[src/rtl/core/sorted_priority_queue_assert.svh]
// Assertion macros used by the queue RTL.
`ifndef SORTED_PRIORITY_QUEUE_ASSERT_SVH
`define SORTED_PRIORITY_QUEUE_ASSERT_SVH

// Same-cycle implication, held off during reset.
`define SPQ_ASSERT_NOW(lbl, ante, cons, msg) \
  lbl: assert property (@(posedge clk) disable iff (rst) (ante) |-> (cons)) else $error(msg);

// Next-cycle implication, held off during reset.
`define SPQ_ASSERT_NEXT(lbl, ante, cons, msg) \
  lbl: assert property (@(posedge clk) disable iff (rst) (ante) |=> (cons)) else $error(msg);

`endif

[src/rtl/core/spq_pkg.sv]
// ----------------------------------------------------------------------------
// spq_pkg
// Shared constants, codes and types of the sorted priority queue.
// ----------------------------------------------------------------------------
package spq_pkg;

  localparam int DEPTH_DEFAULT      = 16;
  localparam int DATA_WIDTH_DEFAULT = 32;

  localparam int PRIO_W   = 16;
  localparam int FIELD_DW = 32;
  localparam int COUNT_W  = 5;
  localparam int STATUS_W = 2;

  localparam int IN_TDATA_W  = 48;
  localparam int OUT_TDATA_W = 56;

  // mode field codes
  localparam logic MODE_INSERT = 1'b0;
  localparam logic MODE_REMOVE = 1'b1;

  // status codes
  localparam logic [STATUS_W-1:0] STAT_OK    = 2'd0;
  localparam logic [STATUS_W-1:0] STAT_EMPTY = 2'd1;
  localparam logic [STATUS_W-1:0] STAT_FULL  = 2'd2;

  // per-cycle command broadcast to every cell
  typedef struct packed {
    logic ins;
    logic rem;
  } spq_op_t;

endpackage

[src/rtl/core/spq_cell.sv]
// ----------------------------------------------------------------------------
// spq_cell
// One slot of the sorted row: keeps, takes the new entry, or shifts.
// ----------------------------------------------------------------------------
module spq_cell #(
  parameter int DATA_WIDTH = spq_pkg::DATA_WIDTH_DEFAULT
) (
  input  logic                             clk,
  input  logic                             rst,
  input  spq_pkg::spq_op_t                 op,
  input  logic [DATA_WIDTH-1:0]            new_data,
  input  logic signed [spq_pkg::PRIO_W-1:0] new_prio,
  // neighbor toward the head
  input  logic                             left_stay,
  input  logic                             left_valid,
  input  logic [DATA_WIDTH-1:0]            left_data,
  input  logic signed [spq_pkg::PRIO_W-1:0] left_prio,
  // neighbor toward the tail
  input  logic                             right_valid,
  input  logic [DATA_WIDTH-1:0]            right_data,
  input  logic signed [spq_pkg::PRIO_W-1:0] right_prio,
  output logic                             stay,
  output logic                             valid,
  output logic [DATA_WIDTH-1:0]            data,
  output logic signed [spq_pkg::PRIO_W-1:0] prio
);

  // entry stays put on insert when it sorts at or before the new one
  assign stay = valid && (prio <= new_prio);

  always_ff @(posedge clk) begin
    if (rst) begin
      valid <= 1'b0;
    end else if (op.ins) begin
      if (!stay) begin
        valid <= left_stay ? 1'b1 : left_valid;
      end
    end else if (op.rem) begin
      valid <= right_valid;
    end
  end

  always_ff @(posedge clk) begin
    if (op.ins) begin
      if (!stay) begin
        if (left_stay) begin
          data <= new_data;
          prio <= new_prio;
        end else begin
          data <= left_data;
          prio <= left_prio;
        end
      end
    end else if (op.rem) begin
      data <= right_data;
      prio <= right_prio;
    end
  end

endmodule

[src/rtl/core/sorted_priority_queue.sv]
// ----------------------------------------------------------------------------
// sorted_priority_queue
// Priority queue kept sorted in a row of cells; smallest priority at the head.
// ----------------------------------------------------------------------------
//  channel  dir  word fields (lsb first)
//  s_axis   in   tdata: new_data[31:0] new_priority[47:32]; tuser: mode
//  m_axis   out  tdata: head_data[31:0] head_priority[47:32] head_valid[48]
//                       entry_count[53:49] status[55:54]
//
//  One word per cycle unless m_axis stalls; all cells compare and shift at once.
//  Result of a word is shown the cycle after it is taken, from cell 0.
//  s_axis_tready is high out of reset while the result slot is empty or
//  being drained.
//  Reset clears only the valid bits of the cells, not their contents.
// ----------------------------------------------------------------------------
`include "sorted_priority_queue_assert.svh"

module sorted_priority_queue #(
  parameter int DEPTH      = spq_pkg::DEPTH_DEFAULT,
  parameter int DATA_WIDTH = spq_pkg::DATA_WIDTH_DEFAULT
) (
  input  logic                               clk,
  input  logic                               rst,
  input  logic                               s_axis_tvalid,
  output logic                               s_axis_tready,
  input  logic [spq_pkg::IN_TDATA_W-1:0]     s_axis_tdata,  // new_data, new_priority
  input  logic [0:0]                         s_axis_tuser,  // mode
  output logic                               m_axis_tvalid,
  input  logic                               m_axis_tready,
  // head_data, head_priority, head_valid, entry_count, status
  output logic [spq_pkg::OUT_TDATA_W-1:0]    m_axis_tdata
);

  localparam int CW = $clog2(DEPTH + 1);
  localparam int PW = spq_pkg::PRIO_W;

  logic                         accept;
  logic                         mode;
  logic                         full;
  logic                         empty;
  logic [DATA_WIDTH-1:0]        in_data;
  logic signed [PW-1:0]         in_prio;
  spq_pkg::spq_op_t             op;
  logic [CW-1:0]                count;
  logic [spq_pkg::STATUS_W-1:0] status;
  logic [spq_pkg::STATUS_W-1:0] status_next;

  logic                         cell_stay  [DEPTH];
  logic                         cell_valid [DEPTH];
  logic [DATA_WIDTH-1:0]        cell_data  [DEPTH];
  logic signed [PW-1:0]         cell_prio  [DEPTH];

  logic [spq_pkg::FIELD_DW-1:0] head_data;
  logic [PW-1:0]                head_prio;

  assign s_axis_tready = !rst && (!m_axis_tvalid || m_axis_tready);
  assign accept        = s_axis_tvalid && s_axis_tready;
  assign mode          = s_axis_tuser[0];
  assign in_data       = DATA_WIDTH'(s_axis_tdata[spq_pkg::FIELD_DW-1:0]);
  assign in_prio       = s_axis_tdata[spq_pkg::FIELD_DW +: PW];

  assign full  = (count == CW'(DEPTH));
  assign empty = (count == '0);

  assign op.ins = accept && (mode == spq_pkg::MODE_INSERT) && !full;
  assign op.rem = accept && (mode == spq_pkg::MODE_REMOVE) && !empty;

  always_comb begin
    status_next = spq_pkg::STAT_OK;
    if (mode == spq_pkg::MODE_INSERT && full) begin
      status_next = spq_pkg::STAT_FULL;
    end else if (mode == spq_pkg::MODE_REMOVE && empty) begin
      status_next = spq_pkg::STAT_EMPTY;
    end
  end

  for (genvar i = 0; i < DEPTH; i++) begin : g_cell
    logic                  l_stay;
    logic                  l_valid;
    logic [DATA_WIDTH-1:0] l_data;
    logic signed [PW-1:0]  l_prio;
    logic                  r_valid;
    logic [DATA_WIDTH-1:0] r_data;
    logic signed [PW-1:0]  r_prio;

    if (i == 0) begin : g_head
      // nothing ahead of the head: new entry lands here unless it stays
      assign l_stay  = 1'b1;
      assign l_valid = 1'b0;
      assign l_data  = '0;
      assign l_prio  = '0;
    end else begin : g_mid
      assign l_stay  = cell_stay[i-1];
      assign l_valid = cell_valid[i-1];
      assign l_data  = cell_data[i-1];
      assign l_prio  = cell_prio[i-1];
    end

    if (i == DEPTH - 1) begin : g_tail
      assign r_valid = 1'b0;
      assign r_data  = '0;
      assign r_prio  = '0;
    end else begin : g_body
      assign r_valid = cell_valid[i+1];
      assign r_data  = cell_data[i+1];
      assign r_prio  = cell_prio[i+1];
    end

    spq_cell #(
      .DATA_WIDTH (DATA_WIDTH)
    ) u_cell (
      .clk         (clk),
      .rst         (rst),
      .op          (op),
      .new_data    (in_data),
      .new_prio    (in_prio),
      .left_stay   (l_stay),
      .left_valid  (l_valid),
      .left_data   (l_data),
      .left_prio   (l_prio),
      .right_valid (r_valid),
      .right_data  (r_data),
      .right_prio  (r_prio),
      .stay        (cell_stay[i]),
      .valid       (cell_valid[i]),
      .data        (cell_data[i]),
      .prio        (cell_prio[i])
    );
  end

  always_ff @(posedge clk) begin
    if (rst) begin
      count         <= '0;
      m_axis_tvalid <= 1'b0;
    end else begin
      if (op.ins) begin
        count <= count + 1'b1;
      end else if (op.rem) begin
        count <= count - 1'b1;
      end
      if (accept) begin
        m_axis_tvalid <= 1'b1;
      end else if (m_axis_tready) begin
        m_axis_tvalid <= 1'b0;
      end
    end
  end

  always_ff @(posedge clk) begin
    if (accept) begin
      status <= status_next;
    end
  end

  // cells only move on accept, which needs the result slot free, so the
  // head read live here is the head left by the word being reported
  assign head_data = cell_valid[0] ? spq_pkg::FIELD_DW'(cell_data[0]) : '0;
  assign head_prio = cell_valid[0] ? cell_prio[0] : '0;

  assign m_axis_tdata = {status, spq_pkg::COUNT_W'(count), cell_valid[0],
                         head_prio, head_data};

  `SPQ_ASSERT_NOW(a_head_vs_count, 1'b1, cell_valid[0] == (count != '0), "head valid disagrees with count")
  `SPQ_ASSERT_NOW(a_head_sorted, cell_valid[0] && cell_valid[1], cell_prio[0] <= cell_prio[1], "head not smallest")
  `SPQ_ASSERT_NEXT(a_ins_count, op.ins, count == $past(count) + 1'b1, "insert did not grow count")
  `SPQ_ASSERT_NEXT(a_full_flag, accept && (mode == spq_pkg::MODE_INSERT) && full, status == spq_pkg::STAT_FULL && full, "insert on full not flagged")

endmodule

[config.mk]
export PLATFORM = sky130hd
export DESIGN_NAME = sorted_priority_queue
export DESIGN_NICKNAME = d
export VERILOG_FILES = /design/src/rtl/core/spq_pkg.sv /design/src/rtl/core/spq_cell.sv /design/src/rtl/core/sorted_priority_queue.sv
export VERILOG_INCLUDE_DIRS = /design/src /design/src/rtl/core
export SDC_FILE = /design/constraint.sdc
export NUM_CORES = 2
export LEC_CHECK = 0
export BUFFER_PORTS_ARGS = -buffer_cell sky130_fd_sc_hd__buf_2
export CAP_MARGIN = 30
export CORE_MARGIN = 1
export CORE_UTILIZATION = 55
export DETAILED_ROUTE_END_ITERATION = 12
export PLACE_DENSITY = 0.82
export SLEW_MARGIN = 20
export SYNTH_ARGS = -nofsm -noshare
export SYNTH_HDL_FRONTEND = slang
export SYNTH_SLANG_ARGS = --single-unit
[constraint.sdc]
create_clock -name clk -period 7.5 [get_ports clk]
set_input_delay 0.75 -clock clk [delete_from_list [all_inputs] [get_ports clk]]
set_output_delay 0.75 -clock clk [all_outputs]
set_load 0.05 [all_outputs]
==> key figures <==
Run status
  – Status: finished clean

Synth
  – Part of the Yosys area used for sequential elements: 51.1%
  – Top post-synthesis cells by area: edfxtp_1 (50%), o211ai_1 (8.2%), ha_1 (7.0%)
  – Yosys top cell area share: 50.2%
  – Number of flops mapped to enable cells by yosys: slightly below 800
  – Yosys synthesis warning count: 0
  – Cell Area, Synth: 0.0461 mm2
  – Post-synth cell types: 69
  – Syn Area/Cell: about 10 um2
  – Fraction of registers with async set/reset: 0%
  – Mapped Cells: 4398
  – Syn nets: between 4000 and 5000
  – #FFs+latches synth: 792
  – Ys flop type: edfxtp_1
  – Area leader, netlist: edfxtp_1

Power and ir drop
  – Leakage power total: approximately 18 nW
  – PwrDens: 225 mW/mm2
  – Worst VDD drop: 0.189 mV
  – Total power: 11.3 mW

Clock tree
  – Clock Path Buffers: 3
  – Clock-pin slew on the worst setup and hold paths: ~60 ps
  – Hold_buf cts: 0
  – CTS Buf Count: 86
  – H-tree depth: 3
  – CTS tree: done
  – Clock sink total: a little under 800
  – Clock latency on the worst-skew pair: 670 ps
  – Post-CTS setup buffers: 0
  – CTS root buf: clkbuf_16
  – Post_cts resized: 0

Critical path
  – Crit path largest cell delay: 740 ps
  – CP Capture Type: flip-flop
  – Crit path kind: in -> reg
  – CP cell instances: buf_2 -> inv_1 -> ha_1 -> and4_1 -> nand2_1 -> a2111o_1 -> o211ai_1 -> buf_4 -> or2_2 -> buf_4 -> a21o_2 -> buf_4
  – Worst Path Max Fanout: 49
  – CP Data Arrival Time: around 5000 ps
  – Critical path's slowest cell: inv_1
  – WP data required: 7800 ps
  – CP dominant cell by count: buf_4
  – Crit start category: input pin

Finish
  – Area Growth Syn to Fin: 9.00%
  – Nets: 4620
  – Layout cell share with drive strength beyond 1: 8.93%
  – Finished Layout Cells: about 5500
  – Final Util: 60.9%

Place
  – Detailed placement HPWL: 97.2 mm
  – Routability cong.: just under 1
  – PortBufs: 110
  – Placed Cells: 5282

Global routing
  – Number of global-route vias before repair: 37500
  – Initial antenna violation count: 8
  – Pin count of the biggest net entering global routing: 229
  – First-pass GRT wire length: 230 mm
  – Total track usage: 35.5%
  – GRT overflow: 0

Floorplanning
  – Core area: roughly 0.083 mm2
  – Total I/O pin count: 111
  – Initial cell density of the core: between 50 and 60%
  – Die X: 292 um
  – Num rows: 105
  – Die H: 292 um
  – Die area: roughly 0.085 mm2

Timing
  – Min Tclk post-route: 4840 ps
  – Max Clk Rate: 206 MHz
  – Slew margin rel.: 15.6%
  – Setup Skew: roughly 33 ps
  – Final setup viols: 0
  – Worst-margin pin slew: ~1300 ps
  – Fin. max-slew vios: 0
  – Unrepaired setup endpoints after global routing: no
  – Hold Vio Cnt, Final: 0
  – Fin Setup TNS: 0 ps
  – Period utilization: 64.6%

Route
  – Post-Route WL: 154 mm
  – Via density: 7.20
  – Drt first pass iters: 7
  – Detail Route Antenna Nets: 0
  – DR vias: 39300
  – Drt drc: 0
  – First DRT Iteration DRCs: roughly 6500
  – Avg WL per Cell: 28.2 um

Min path
  – Hold Path Class: in -> reg

Job
  – Max Cap Violations: 0
logic make-up after synthesis:
family	Yosys count	synth area share, %
AOI/OAI and AO/OA	1338	20.5
xor gates and xnor gates	4	0.0760
adders and majority gates	260	7.07
buffers and inverters	563	5.02
DFF	792	51.1
muxes	149	3.24
and+or+nand+nor	1292	13.0
metal layers:
layer / global-route usage [%] / share of wire [%] / vias to the layer above
li1: - / - / 16800
met1: 47.9 / 37 / 18700
met2: 52.5 / 43 / 3193
met3: 8.77 / 14 / 521
met4: 19.7 / 5.7 / 0
met5: 0 / 0 / -
synthesized netlist by cell type, types with 17 or more instances:
master and n:
clkbuf_1 252, o21ai_0 141, ha_1 259, o211ai_1 501, dfxtp_1 22, mux2i_1 149, nand4_1 64, or3b_1 40
o221ai_1 224, a31oi_1 49, a21o_1 18, o21ai_1 153, inv_1 184, nor2b_1 17, a211oi_1 25, nand3_1 164
edfxtp_1 770, buf_1 22, buf_2 83, a21oi_1 112, nor2_1 77, nand2_1 777, and2_1 66
flip-flops by register name, indices dropped and copies added, names as in the netlist:
register             flops
g_cell.u_cell.data     512
g_cell.u_cell.prio     256
count                    5
status                   2
g_cell.u_cell.valid     16
m_axis_tvalid            1
per-stage QoR:
step	hold WS, ps	worst slack, ps	instance area, um2
2_1_floorplan	459	488	46100
3_3_place_gp	498	2130	47300
3_5_place_dp	490	2100	47400
4_1_cts	315	2750	50100
5_1_grt	358	2470	50200
6_report	340	2660	50200
report_power, final:
group | switching, mW | total [mW] | leakage [nW] | internal (mW)
sequential | 0.196 | 5.45 | 7.30 | 5.26
clock | 1.88 | 4.21 | 1.33 | 2.33
combinational | 1.15 | 1.65 | 9.61 | 0.502
total | 3.22 | 11.3 | 18.2 | 8.09
final cells by class:
class,count,area (um2)
repair buffers,199,1470
clock buffers,106,2270
fillers,6543,32300
multi-input cells,3043,20500
well taps,1070,1340
clock inverters,53,427
inverters,185,702
flip-flops and latches,792,23600
diodes,6,15.0
cells in the final DEF (no fill, tap or decap), types with 10 or more instances in the layout:
| cell type | instances |
|---|---|
| and2_1 | 65 |
| a221o_1 | 16 |
| o221ai_1 | 224 |
| edfxtp_1 | 770 |
| clkbuf_1 | 18 |
| nor2_1 | 77 |
| nand3_1 | 162 |
| o21ai_0 | 135 |
| dfxtp_1 | 21 |
| buf_4 | 73 |
| clkinv_2 | 21 |
| or3b_1 | 39 |
| a21o_1 | 13 |
| a31oi_1 | 46 |
| buf_2 | 110 |
| a211o_1 | 16 |
| clkinv_1 | 21 |
| nor2b_1 | 17 |
| nand2_1 | 771 |
| mux2i_1 | 149 |
| clkbuf_16 | 88 |
| a21oi_1 | 112 |
| nand4_1 | 64 |
| nand3b_1 | 10 |
| a211oi_1 | 23 |
| inv_1 | 184 |
| o21ai_1 | 153 |
| o211ai_1 | 501 |
| and4_1 | 11 |
| ha_1 | 259 |
critical path: cells and delay by family:
family	cells	cell delay, ps
buffers and inverters	5	2440
adder cells (fa/ha/maj)	1	310
AND/OR/NAND/NOR	3	530
AO/OA/AOI/OAI	3	1030
worst paths after layout:
| path | startpoint | endpoint | slack [ps] | depth (start not counted) |
|---|---|---|---|---|
| worst max-delay path | s_axis_tdata[45] | g_cell[6].u_cell.data[27] | 2660 | 12 |
| worst min-delay path | s_axis_tvalid | m_axis_tvalid | 340 | 3 |
| worst max register to register | g_cell[3].u_cell.prio[14] | g_cell[3].u_cell.data[30] | 3120 | 9 |
| worst min register to register | g_cell[11].u_cell.valid | g_cell[11].u_cell.valid | 500 | 2 |
Power figures use the tool's default switching activity.
